### config.mk
export PLATFORM = sky130hd
export DESIGN_NAME = word_break_segmenter
export DESIGN_NICKNAME = d
export VERILOG_FILES = /design/src/rtl/core/wbs_pkg.sv /design/src/rtl/core/word_break_segmenter.sv /design/src/rtl/core/wbs_cell.sv
export SDC_FILE = /design/constraint.sdc
export NUM_CORES = 2
export LEC_CHECK = 0
export BUFFER_PORTS_ARGS = -buffer_cell sky130_fd_sc_hd__buf_4
export CORE_AREA = 4 4 518 520
export CTS_BUF_LIST = sky130_fd_sc_hd__clkbuf_4
export DETAILED_ROUTE_END_ITERATION = 10
export DIE_AREA = 0 0 522 524
export PLACE_DENSITY = 0.61
export SETUP_SLACK_MARGIN = 0.4
export SLEW_MARGIN = 20
export SYNTH_ARGS = -nofsm -noshare
export SYNTH_HDL_FRONTEND = slang
export SYNTH_SLANG_ARGS = --single-unit
export TNS_END_PERCENT = 50
### constraint.sdc
create_clock -name clock -period 21.7 [get_ports clock]
set_input_delay 2.17 -clock clock [delete_from_list [all_inputs] [get_ports clock]]
set_output_delay 2.17 -clock clock [all_outputs]
set_load 0.01 [all_outputs]
### src/rtl/core/wbs_pkg.sv
`timescale 1ns / 1ps
// ----------------------------------------------------------------------------
// wbs_pkg
// shared constants and codes for the word-break segmenter
// ----------------------------------------------------------------------------
package wbs_pkg;

   localparam int DICT_WORDS_DEF = 16;
   localparam int WORD_CHARS_DEF = 16;
   localparam int LEN_W          = 7;
   localparam logic [LEN_W-1:0] LEN_MAX = 7'd127;

   typedef enum logic [1:0] {
      KIND_CLEAR = 2'd0,
      KIND_DICT  = 2'd1,
      KIND_TEXT  = 2'd2,
      KIND_NONE  = 2'd3
   } kind_type;

endpackage

### src/rtl/core/word_break_segmenter.sv
`timescale 1ns / 1ps
// word break segmenter top level
// a text beat is shifted in on accept, then checked against each dictionary word
// in turn through the shared window compare, then posted as a result
// dictionary and clear beats are applied on accept; one item in flight at a time
// synchronous active-high reset empties dictionary and text window
// ----------------------------------------------------------------------------
// word_break_segmenter
// online word-break check over a chain of window cells
// ----------------------------------------------------------------------------
module word_break_segmenter #(
   parameter int DICT_WORDS = wbs_pkg::DICT_WORDS_DEF,
   parameter int WORD_CHARS = wbs_pkg::WORD_CHARS_DEF
) (
   input  logic       clock,
   input  logic       reset,
   input  logic       req_valid,
   output logic       req_ready,
   input  logic [1:0] req_kind,
   input  logic [7:0] req_symbol,
   input  logic       req_ends_here,
   output logic       rsp_valid,
   input  logic       rsp_ready,
   output logic       rsp_segmentable,
   output logic       rsp_text_done
);

   localparam int WI_W   = (DICT_WORDS > 1) ? $clog2(DICT_WORDS) : 1;
   localparam int TOT_W  = $clog2(DICT_WORDS + 1);
   localparam int CI_W   = (WORD_CHARS > 1) ? $clog2(WORD_CHARS) : 1;
   localparam int LEN_W  = wbs_pkg::LEN_W;

   typedef enum logic [1:0] {
      ST_IDLE,
      ST_SCAN,
      ST_POST
   } state_type;

   // dictionary storage: each word's bytes as one row
   logic [8*WORD_CHARS-1:0] row_mem [DICT_WORDS];
   logic [LEN_W-1:0]        len_mem [DICT_WORDS];
   logic                    bad_mem [DICT_WORDS];
   logic [8*WORD_CHARS-1:0] row_rd_ff;
   logic [LEN_W-1:0]        len_rd_ff;
   logic                    bad_rd_ff;
   logic [8*WORD_CHARS-1:0] build_ff;   // word being loaded
   logic [8*WORD_CHARS-1:0] build_in;
   logic                    build_bad_ff;

   logic [TOT_W-1:0] total_ff;
   logic [LEN_W-1:0] chars_ff;
   state_type        state_ff;
   logic [TOT_W-1:0] widx_ff;
   logic             rd_ok_ff;
   logic             hit_ff;
   logic             last_ff;
   logic             rsp_valid_ff, rsp_seg_ff, rsp_done_ff;

   logic accept;
   logic is_clear, is_dict, is_text;
   logic win_clear, win_push;
   logic [7:0] cell_byte [WORD_CHARS];
   logic       cell_reach [WORD_CHARS];
   logic       reach_new;
   // reach[n] newest bit (index 0 of the recurrence) kept apart from the chain
   logic       reach0_ff;
   logic       reach0_in;

   assign req_ready = (state_ff == ST_IDLE) && !rsp_valid_ff;
   assign accept    = req_valid && req_ready;
   assign is_clear  = accept && (req_kind == wbs_pkg::KIND_CLEAR);
   assign is_dict   = accept && (req_kind == wbs_pkg::KIND_DICT);
   assign is_text   = accept && (req_kind == wbs_pkg::KIND_TEXT);

   assign win_push  = is_text;
   assign win_clear = is_clear || ((state_ff == ST_POST) && last_ff);
   assign reach_new = (state_ff == ST_POST) ? hit_ff : 1'b0;

   // window chain: cell 0 is newest byte; reach of cell k is reach[n-k-1]
   // after the push, reach[n] is pending until the scan ends
   for (genvar k = 0; k < WORD_CHARS; k++) begin : g_cell
      logic [7:0] prev_b;
      logic       prev_r;
      if (k == 0) begin : g_head
         assign prev_b = req_symbol;
         assign prev_r = reach0_ff;
      end else begin : g_body
         assign prev_b = cell_byte[k-1];
         assign prev_r = cell_reach[k-1];
      end
      wbs_cell u_cell (
         .clock          (clock),
         .reset          (reset),
         .clear          (win_clear),
         .push           (win_push),
         .byte_from_prev (prev_b),
         .reach_from_prev(prev_r),
         .reach_clear_val(1'b0),
         .byte_out       (cell_byte[k]),
         .reach_out      (cell_reach[k])
      );
   end

   always_comb begin
      reach0_in = reach0_ff;
      if (win_clear) reach0_in = 1'b1;
      else if (state_ff == ST_POST) reach0_in = reach_new;
   end

   // the window cells hold bytes newest first, the pushed reach is the old
   // newest bit; a separate register also captures a copy of it at push time
   logic chain_reach0_ff;
   always_ff @(posedge clock) begin
      if (reset) chain_reach0_ff <= 1'b0;
      else if (win_clear) chain_reach0_ff <= 1'b0;
      else if (win_push) chain_reach0_ff <= reach0_ff;
   end

   // word check: word byte i against window byte len-1-i, reach[n-len]
   logic word_hit;
   always_comb begin
      logic ok;
      logic rch;
      ok  = 1'b1;
      rch = 1'b0;
      for (int i = 0; i < WORD_CHARS; i++) begin
         if (LEN_W'(i) < len_rd_ff) begin
            if (row_rd_ff[8*i +: 8] != cell_byte[CI_W'(len_rd_ff - LEN_W'(1)
                                                      - LEN_W'(i))])
               ok = 1'b0;
         end
      end
      // reach[n-len]: len 1 -> pre-push newest, else cell len-1 chain
      if (len_rd_ff == LEN_W'(1)) rch = chain_reach0_ff;
      else if (len_rd_ff != '0 && len_rd_ff <= LEN_W'(WORD_CHARS))
         rch = cell_reach[CI_W'(len_rd_ff - LEN_W'(1))];
      word_hit = rd_ok_ff && !bad_rd_ff && len_rd_ff != '0
                 && len_rd_ff <= LEN_W'(WORD_CHARS) && rch && ok;
   end

   // word row with the incoming byte dropped into its slot
   always_comb begin
      build_in = build_ff;
      if (chars_ff < LEN_W'(WORD_CHARS))
         build_in[8*CI_W'(chars_ff) +: 8] = req_symbol;
   end

   // dictionary load
   always_ff @(posedge clock) begin
      if (is_dict && total_ff < TOT_W'(DICT_WORDS)) begin
         build_ff <= build_in;
         if (req_ends_here) begin
            row_mem[WI_W'(total_ff)] <= build_in;
            len_mem[WI_W'(total_ff)] <= (chars_ff < wbs_pkg::LEN_MAX)
                                        ? chars_ff + LEN_W'(1) : chars_ff;
            bad_mem[WI_W'(total_ff)] <= (chars_ff == '0) ? 1'b0
               : (build_bad_ff || chars_ff >= LEN_W'(WORD_CHARS));
         end
         build_bad_ff <= (chars_ff == '0) ? 1'b0
            : (build_bad_ff || chars_ff >= LEN_W'(WORD_CHARS));
      end
      row_rd_ff <= row_mem[WI_W'(widx_ff)];
      len_rd_ff <= len_mem[WI_W'(widx_ff)];
      bad_rd_ff <= bad_mem[WI_W'(widx_ff)];
   end

   always_ff @(posedge clock) begin
      if (reset) begin
         total_ff     <= '0;
         chars_ff     <= '0;
         state_ff     <= ST_IDLE;
         widx_ff      <= '0;
         rd_ok_ff     <= 1'b0;
         hit_ff       <= 1'b0;
         last_ff      <= 1'b0;
         reach0_ff    <= 1'b1;
         rsp_valid_ff <= 1'b0;
         rsp_seg_ff   <= 1'b0;
         rsp_done_ff  <= 1'b0;
      end else begin
         reach0_ff <= reach0_in;
         if (rsp_valid_ff && rsp_ready) rsp_valid_ff <= 1'b0;
         if (is_clear) begin
            total_ff <= '0;
            chars_ff <= '0;
         end
         if (is_dict && total_ff < TOT_W'(DICT_WORDS)) begin
            if (req_ends_here) begin
               total_ff <= total_ff + TOT_W'(1);
               chars_ff <= '0;
            end else if (chars_ff < wbs_pkg::LEN_MAX) begin
               chars_ff <= chars_ff + LEN_W'(1);
            end
         end
         case (state_ff)
            ST_IDLE: begin
               if (is_text) begin
                  state_ff <= ST_SCAN;
                  widx_ff  <= '0;
                  rd_ok_ff <= 1'b0;
                  hit_ff   <= 1'b0;
                  last_ff  <= req_ends_here;
               end
            end
            ST_SCAN: begin
               // read data for word widx-1 is in the read registers now
               if (word_hit) hit_ff <= 1'b1;
               rd_ok_ff <= widx_ff < total_ff;
               if (widx_ff == TOT_W'(DICT_WORDS)) state_ff <= ST_POST;
               else widx_ff <= widx_ff + TOT_W'(1);
            end
            ST_POST: begin
               rsp_valid_ff <= 1'b1;
               rsp_seg_ff   <= hit_ff || word_hit;
               rsp_done_ff  <= last_ff;
               state_ff     <= ST_IDLE;
            end
            default: state_ff <= ST_IDLE;
         endcase
      end
   end

   assign rsp_valid       = rsp_valid_ff;
   assign rsp_segmentable = rsp_seg_ff;
   assign rsp_text_done   = rsp_done_ff;

endmodule

### src/rtl/core/wbs_cell.sv
`timescale 1ns / 1ps
// ----------------------------------------------------------------------------
// wbs_cell
// one window slot: holds a text byte and its reach bit, shifts on push
// ----------------------------------------------------------------------------
module wbs_cell (
   input  logic       clock,
   input  logic       reset,
   input  logic       clear,
   input  logic       push,
   input  logic [7:0] byte_from_prev,
   input  logic       reach_from_prev,
   input  logic       reach_clear_val,
   output logic [7:0] byte_out,
   output logic       reach_out
);

   logic [7:0] byte_ff, byte_in;
   logic       reach_ff, reach_in;

   always_comb begin
      byte_in  = byte_ff;
      reach_in = reach_ff;
      if (clear) begin
         byte_in  = 8'd0;
         reach_in = reach_clear_val;
      end else if (push) begin
         byte_in  = byte_from_prev;
         reach_in = reach_from_prev;
      end
   end

   always_ff @(posedge clock) begin
      if (reset) begin
         byte_ff  <= 8'd0;
         reach_ff <= reach_clear_val;
      end else begin
         byte_ff  <= byte_in;
         reach_ff <= reach_in;
      end
   end

   assign byte_out  = byte_ff;
   assign reach_out = reach_ff;

endmodule
==> implementation parameters <==
Parameter                              Value

STA
  Summed negative setup slack over all endpoints ... 0 ps
  Setup repair after global routing missed its margin ... no
  Final worst clock skew ... 136.2 ps
  Minimum hold slack ... between 400 and 500 ps
  Relative slew slack ... 0.2166
  Minimum clock period after layout ... 5895 ps
  Total count of max-transition violations in the final report ... 0
  Setup-violating endpoint count in the final report ... 0
  Transition at the pin with the smallest max-transition slack ... 1174 ps
  Fin crit share ... 0.2716
  Final hold violation count ... 0
  Highest attainable clock frequency ... 0.1696 GHz

Yosys
  Multiplexer fraction of the synthesized cell area ... 0.2094
  Synthesized-area fraction occupied by adder cells ... 0.002378
  Xor and xnor fraction of the mapped netlist area ... 0.01111
  Fraction of the mapped netlist area in compound gates ... 0.01814
  Dominant combinational cell family by area after synthesis ... multiplexers
  Share of flip-flops with an asynchronous set or reset after synthesis ... 0
  Total of warnings raised by yosys ... 0
  Commonest register cell after synthesis ... sky130_fd_sc_hd__edfxtp_1
  Average cell area after synthesis ... 19.84 µm²
  Post-Synthesis Net Count ... 5339
  Share of synthesized area occupied by flip-flops and latches ... 0.7160
  Post-Synthesis Cells ... about 5300
  Synth Register Bits ... 2611
  Count of flip-flops with a built-in enable after synthesis ... between 2000 and 2500
  Post-synthesis cell type count ... 63
  Area fraction in and, or, nand and nor cells after synthesis ... 0.02973
  Synthesized cell area ... 0.1052 mm²

Floorplan
  Floorplan die width ... 522 µm
  Vertical die dimension ... 524 µm
  Total I/O pin count ... 19
  Area inside the core boundary ... 0.2641 mm²
  Count of standard-cell rows ... 189
  Initial cell density of the core ... 0.3984
  Die footprint ... 0.2735 mm²

Final layout
  Storage cell area ... 0.07536 mm²
  Core utilization of the finished layout ... 0.4496
  Area grow syn2layout ... 12.87%
  Final #Nets ... a little under 6000
  Design area ... 0.1188 mm²
  Area taken by multi-input logic gates ... 0.02871 mm²
  Fill count ... 22602
  Layout cell share with drive strength beyond 1 ... 0.3523

Worst setup path
  Crit path cell chain ... nor3_1 -> nand2_1 -> nor2_1 -> nand3_1 -> inv_6 -> and2_1 -> nand2_1 -> nor3_2 -> buf_4 -> buf_4
  CP Launch Point ... rsp_valid$_SDFFE_PP0P_
  Critical R2R Capture ... row_mem[0][66]$_DFFE_PP_
  Timing endpoint of the critical path ... row_mem[0][66]$_DFFE_PP_
  Data arrival, critical path ... 6850 ps
  Required time of the critical path ... 22650 ps
  Count of cells along the worst register-to-register path ... 10
  Highest net fanout along the worst path ... 50
  Launch instance of the worst register-to-register path ... rsp_valid$_SDFFE_PP0P_
  Startpoint Class ... flip-flop
  Critical path type ... reg -> reg
  Capturing element type of the critical path ... flip-flop
  Critical Path Slowest Stage Cell ... sky130_fd_sc_hd__nor3_2
  Register-to-register path setup slack ... 15810 ps
  Peak per-stage delay on the critical path ... 910 ps

Clock tree
  H-tree Lvls ... 6
  Clock network latency to the later pin of the worst-skew pair ... 1440 ps
  Num CTS Buffers ... roughly 670
  Buffer cell driving the clock tree root ... sky130_fd_sc_hd__clkbuf_4
  Cells resized by post-CTS repair ... 0
  Deepest clock path buffer count ... 4
  Count of hold-fix buffers inserted at cts ... 0
  TritonCTS clock tree ... built
  Setup bufs post-CTS ... 0
  Count of clock tree sinks ... 2611
  Clock transition time at the flip-flop clock pins of the worst setup and hold paths ... around 60 ps

Power and ir drop
  Power density of the placed cells ... 84.25 mW/mm²
  Leak pwr ... ~37 nW
  Maximum ir drop on the vdd rail ... around 42 µV
  Power after layout ... approximately 10 mW

Global routing
  First-pass GRT wire length ... 394400 µm
  Antenna violations before repair ... 20
  Pin count of the biggest net entering global routing ... 139
  Remaining global-route overflow ... 0
  Number of global-route vias before repair ... 56428
  Overall Global Routing Usage ... 0.1975

Placed design
  Final weighted congestion in routability-driven placement ... approximately 0.88
  Detailed Place HPWL ... 152100 µm
  Total cell area at the placement stage ... 0.1101 mm²
  Port Buffers ... 18

Status
  Result of the run ... finished clean

Route
  Antenna-violating nets left ... 0
  Number of vias after detailed routing ... 55365
  Via/cell ratio ... 5.594
  Total wirelength of the detailed-routed design ... ~270000 µm
  Post-detailed-route wirelength per cell ... 27.36 µm
  Pre-antenna DRT Iters ... 5
  Residual DRC ... 0
  Number of design-rule violations left by the first detailed-router iteration ... roughly 5300

Hold path
  Tightest Hold Check Type ... reg -> reg

Flow run
  Max-capacitance violation count ... 0
## worst min path at each step
stage                                             start  cells past startpoint                                        to
2_1_floorplan             g_cell[0].prev_r$_SDFFE_PP1P_                      2   g_cell[0].u_cell.reach_out$_SDFFE_PP0P_
3_3_place_gp   g_cell[15].u_cell.reach_out$_SDFFE_PP0P_                      2  g_cell[15].u_cell.reach_out$_SDFFE_PP0P_
3_5_place_dp                       last_ff$_SDFFE_PP0P_                      2                      last_ff$_SDFFE_PP0P_
4_1_cts                   g_cell[0].prev_r$_SDFFE_PP1P_                      2   g_cell[0].u_cell.reach_out$_SDFFE_PP0P_
5_1_grt                   g_cell[0].prev_r$_SDFFE_PP1P_                      2   g_cell[0].u_cell.reach_out$_SDFFE_PP0P_
6_report                           last_ff$_SDFFE_PP0P_                      2                      last_ff$_SDFFE_PP0P_
## synthesized netlist by cell type, types with 12 or more instances
library cell	instances	share of area
sky130_fd_sc_hd__nor2_1	75	0.0027
sky130_fd_sc_hd__mux2i_1	204	0.019
sky130_fd_sc_hd__nor3_1	42	0.0020
sky130_fd_sc_hd__xor2_1	47	0.0039
sky130_fd_sc_hd__nand3_1	35	0.0017
sky130_fd_sc_hd__nand4_1	23	0.0014
sky130_fd_sc_hd__edfxtp_1	2305	0.66
sky130_fd_sc_hd__and3_1	23	0.0014
sky130_fd_sc_hd__xnor2_1	82	0.0068
sky130_fd_sc_hd__mux2_2	95	0.010
sky130_fd_sc_hd__mux4_2	840	0.18
sky130_fd_sc_hd__a211oi_1	18	0.0013
sky130_fd_sc_hd__dfxtp_1	306	0.058
sky130_fd_sc_hd__a22oi_1	23	0.0016
sky130_fd_sc_hd__buf_2	34	0.0016
sky130_fd_sc_hd__ha_1	20	0.0024
sky130_fd_sc_hd__nand2_1	466	0.017
sky130_fd_sc_hd__o21a_1	12	0.00086
sky130_fd_sc_hd__buf_1	70	0.0025
sky130_fd_sc_hd__clkbuf_1	192	0.0068
sky130_fd_sc_hd__o21ai_0	75	0.0036
sky130_fd_sc_hd__inv_1	33	0.0012
sky130_fd_sc_hd__a21oi_1	167	0.0079
## power by group
group	switching (mW)	internal [mW]
combinational	0.204	0.139
sequential	0.0253	5.45
clock	1.94	2.25
## flip-flops by register name, indices dropped and copies added, names as in the netlist, 2 cells and up
register / flops
g_cell.u_cell.reach_out: 16
len_mem: 112
total_ff: 5
row_mem: 2048
build_ff: 128
widx_ff: 5
state_ff: 2
chars_ff: 7
g_cell.u_cell.byte_out: 128
len_rd_ff: 7
row_rd_ff: 128
bad_mem: 16
## stage by stage
stage / cells / setup slack [ps]
6_report: 9897 / 15810
5_1_grt: 9890 / 15470
4_1_cts: 9877 / 15800
3_5_place_dp: 8705 / 14630
3_3_place_gp: 8704 / 14650
2_1_floorplan: 5304 / 5869
## worst max-delay path, delay by kind of cell, from the launching register on
family | cells | cell delay [ps]
buf+inv | 3 | 2100
flops | 1 | 350
simple gates | 7 | 2830
## layout make-up
cell class	instances	area share
Antenna cell	18	0.0003792
Clock buffer	1024	0.06472
Clock inverter	148	0.007132
Inverter	34	0.001117
Multi-Input combinational cell	2350	0.2417
Sequential cell	2611	0.6345
Tap cell	3533	0.03722
Timing Repair Buffer	179	0.01319
## cell usage in the layout (no fill, tap or decap), types with 7 or more instances in the layout
cell type and instances:
sky130_fd_sc_hd__bufinv_16 9, sky130_fd_sc_hd__or3_1 8, sky130_fd_sc_hd__clkbuf_4 1024, sky130_fd_sc_hd__and2_1 7
sky130_fd_sc_hd__a21oi_1 167, sky130_fd_sc_hd__diode_2 18, sky130_fd_sc_hd__nand2b_1 9, sky130_fd_sc_hd__dfxtp_1 300
sky130_fd_sc_hd__nand3_1 35, sky130_fd_sc_hd__xnor2_1 79, sky130_fd_sc_hd__nor2b_1 7, sky130_fd_sc_hd__nor2_1 56
sky130_fd_sc_hd__nand2_1 465, sky130_fd_sc_hd__nor3_1 34, sky130_fd_sc_hd__o21ai_0 69, sky130_fd_sc_hd__xor2_1 46
sky130_fd_sc_hd__nor2_4 12, sky130_fd_sc_hd__clkinv_2 16, sky130_fd_sc_hd__mux4_2 840, sky130_fd_sc_hd__buf_12 13
sky130_fd_sc_hd__nand4_1 23, sky130_fd_sc_hd__a22oi_1 23, sky130_fd_sc_hd__nor2_2 7, sky130_fd_sc_hd__a211oi_1 18
sky130_fd_sc_hd__mux2i_1 204, sky130_fd_sc_hd__ha_1 19, sky130_fd_sc_hd__mux2_2 95, sky130_fd_sc_hd__nor4_1 11
sky130_fd_sc_hd__clkinv_1 102, sky130_fd_sc_hd__buf_4 163, sky130_fd_sc_hd__inv_2 15, sky130_fd_sc_hd__and3_1 23
sky130_fd_sc_hd__inv_1 32, sky130_fd_sc_hd__o22ai_1 9, sky130_fd_sc_hd__nor3_2 8, sky130_fd_sc_hd__edfxtp_1 2305
sky130_fd_sc_hd__o21a_1 12, sky130_fd_sc_hd__a21boi_0 7
## cell families after synthesis
kind of cell	after synthesis
compound gates	335
xor+xnor	131
fa+ha+maj	20
buf+inv	343
flops	2611
mux	1139
simple gates	725
## routing by layer
metal	track usage	wire length, µm
met1	0.2770	114200
met2	0.3061	128400
met3	0.04626	21170
met4	0.06500	6951
met5	0	40
Power figures use the tool's default switching activity.
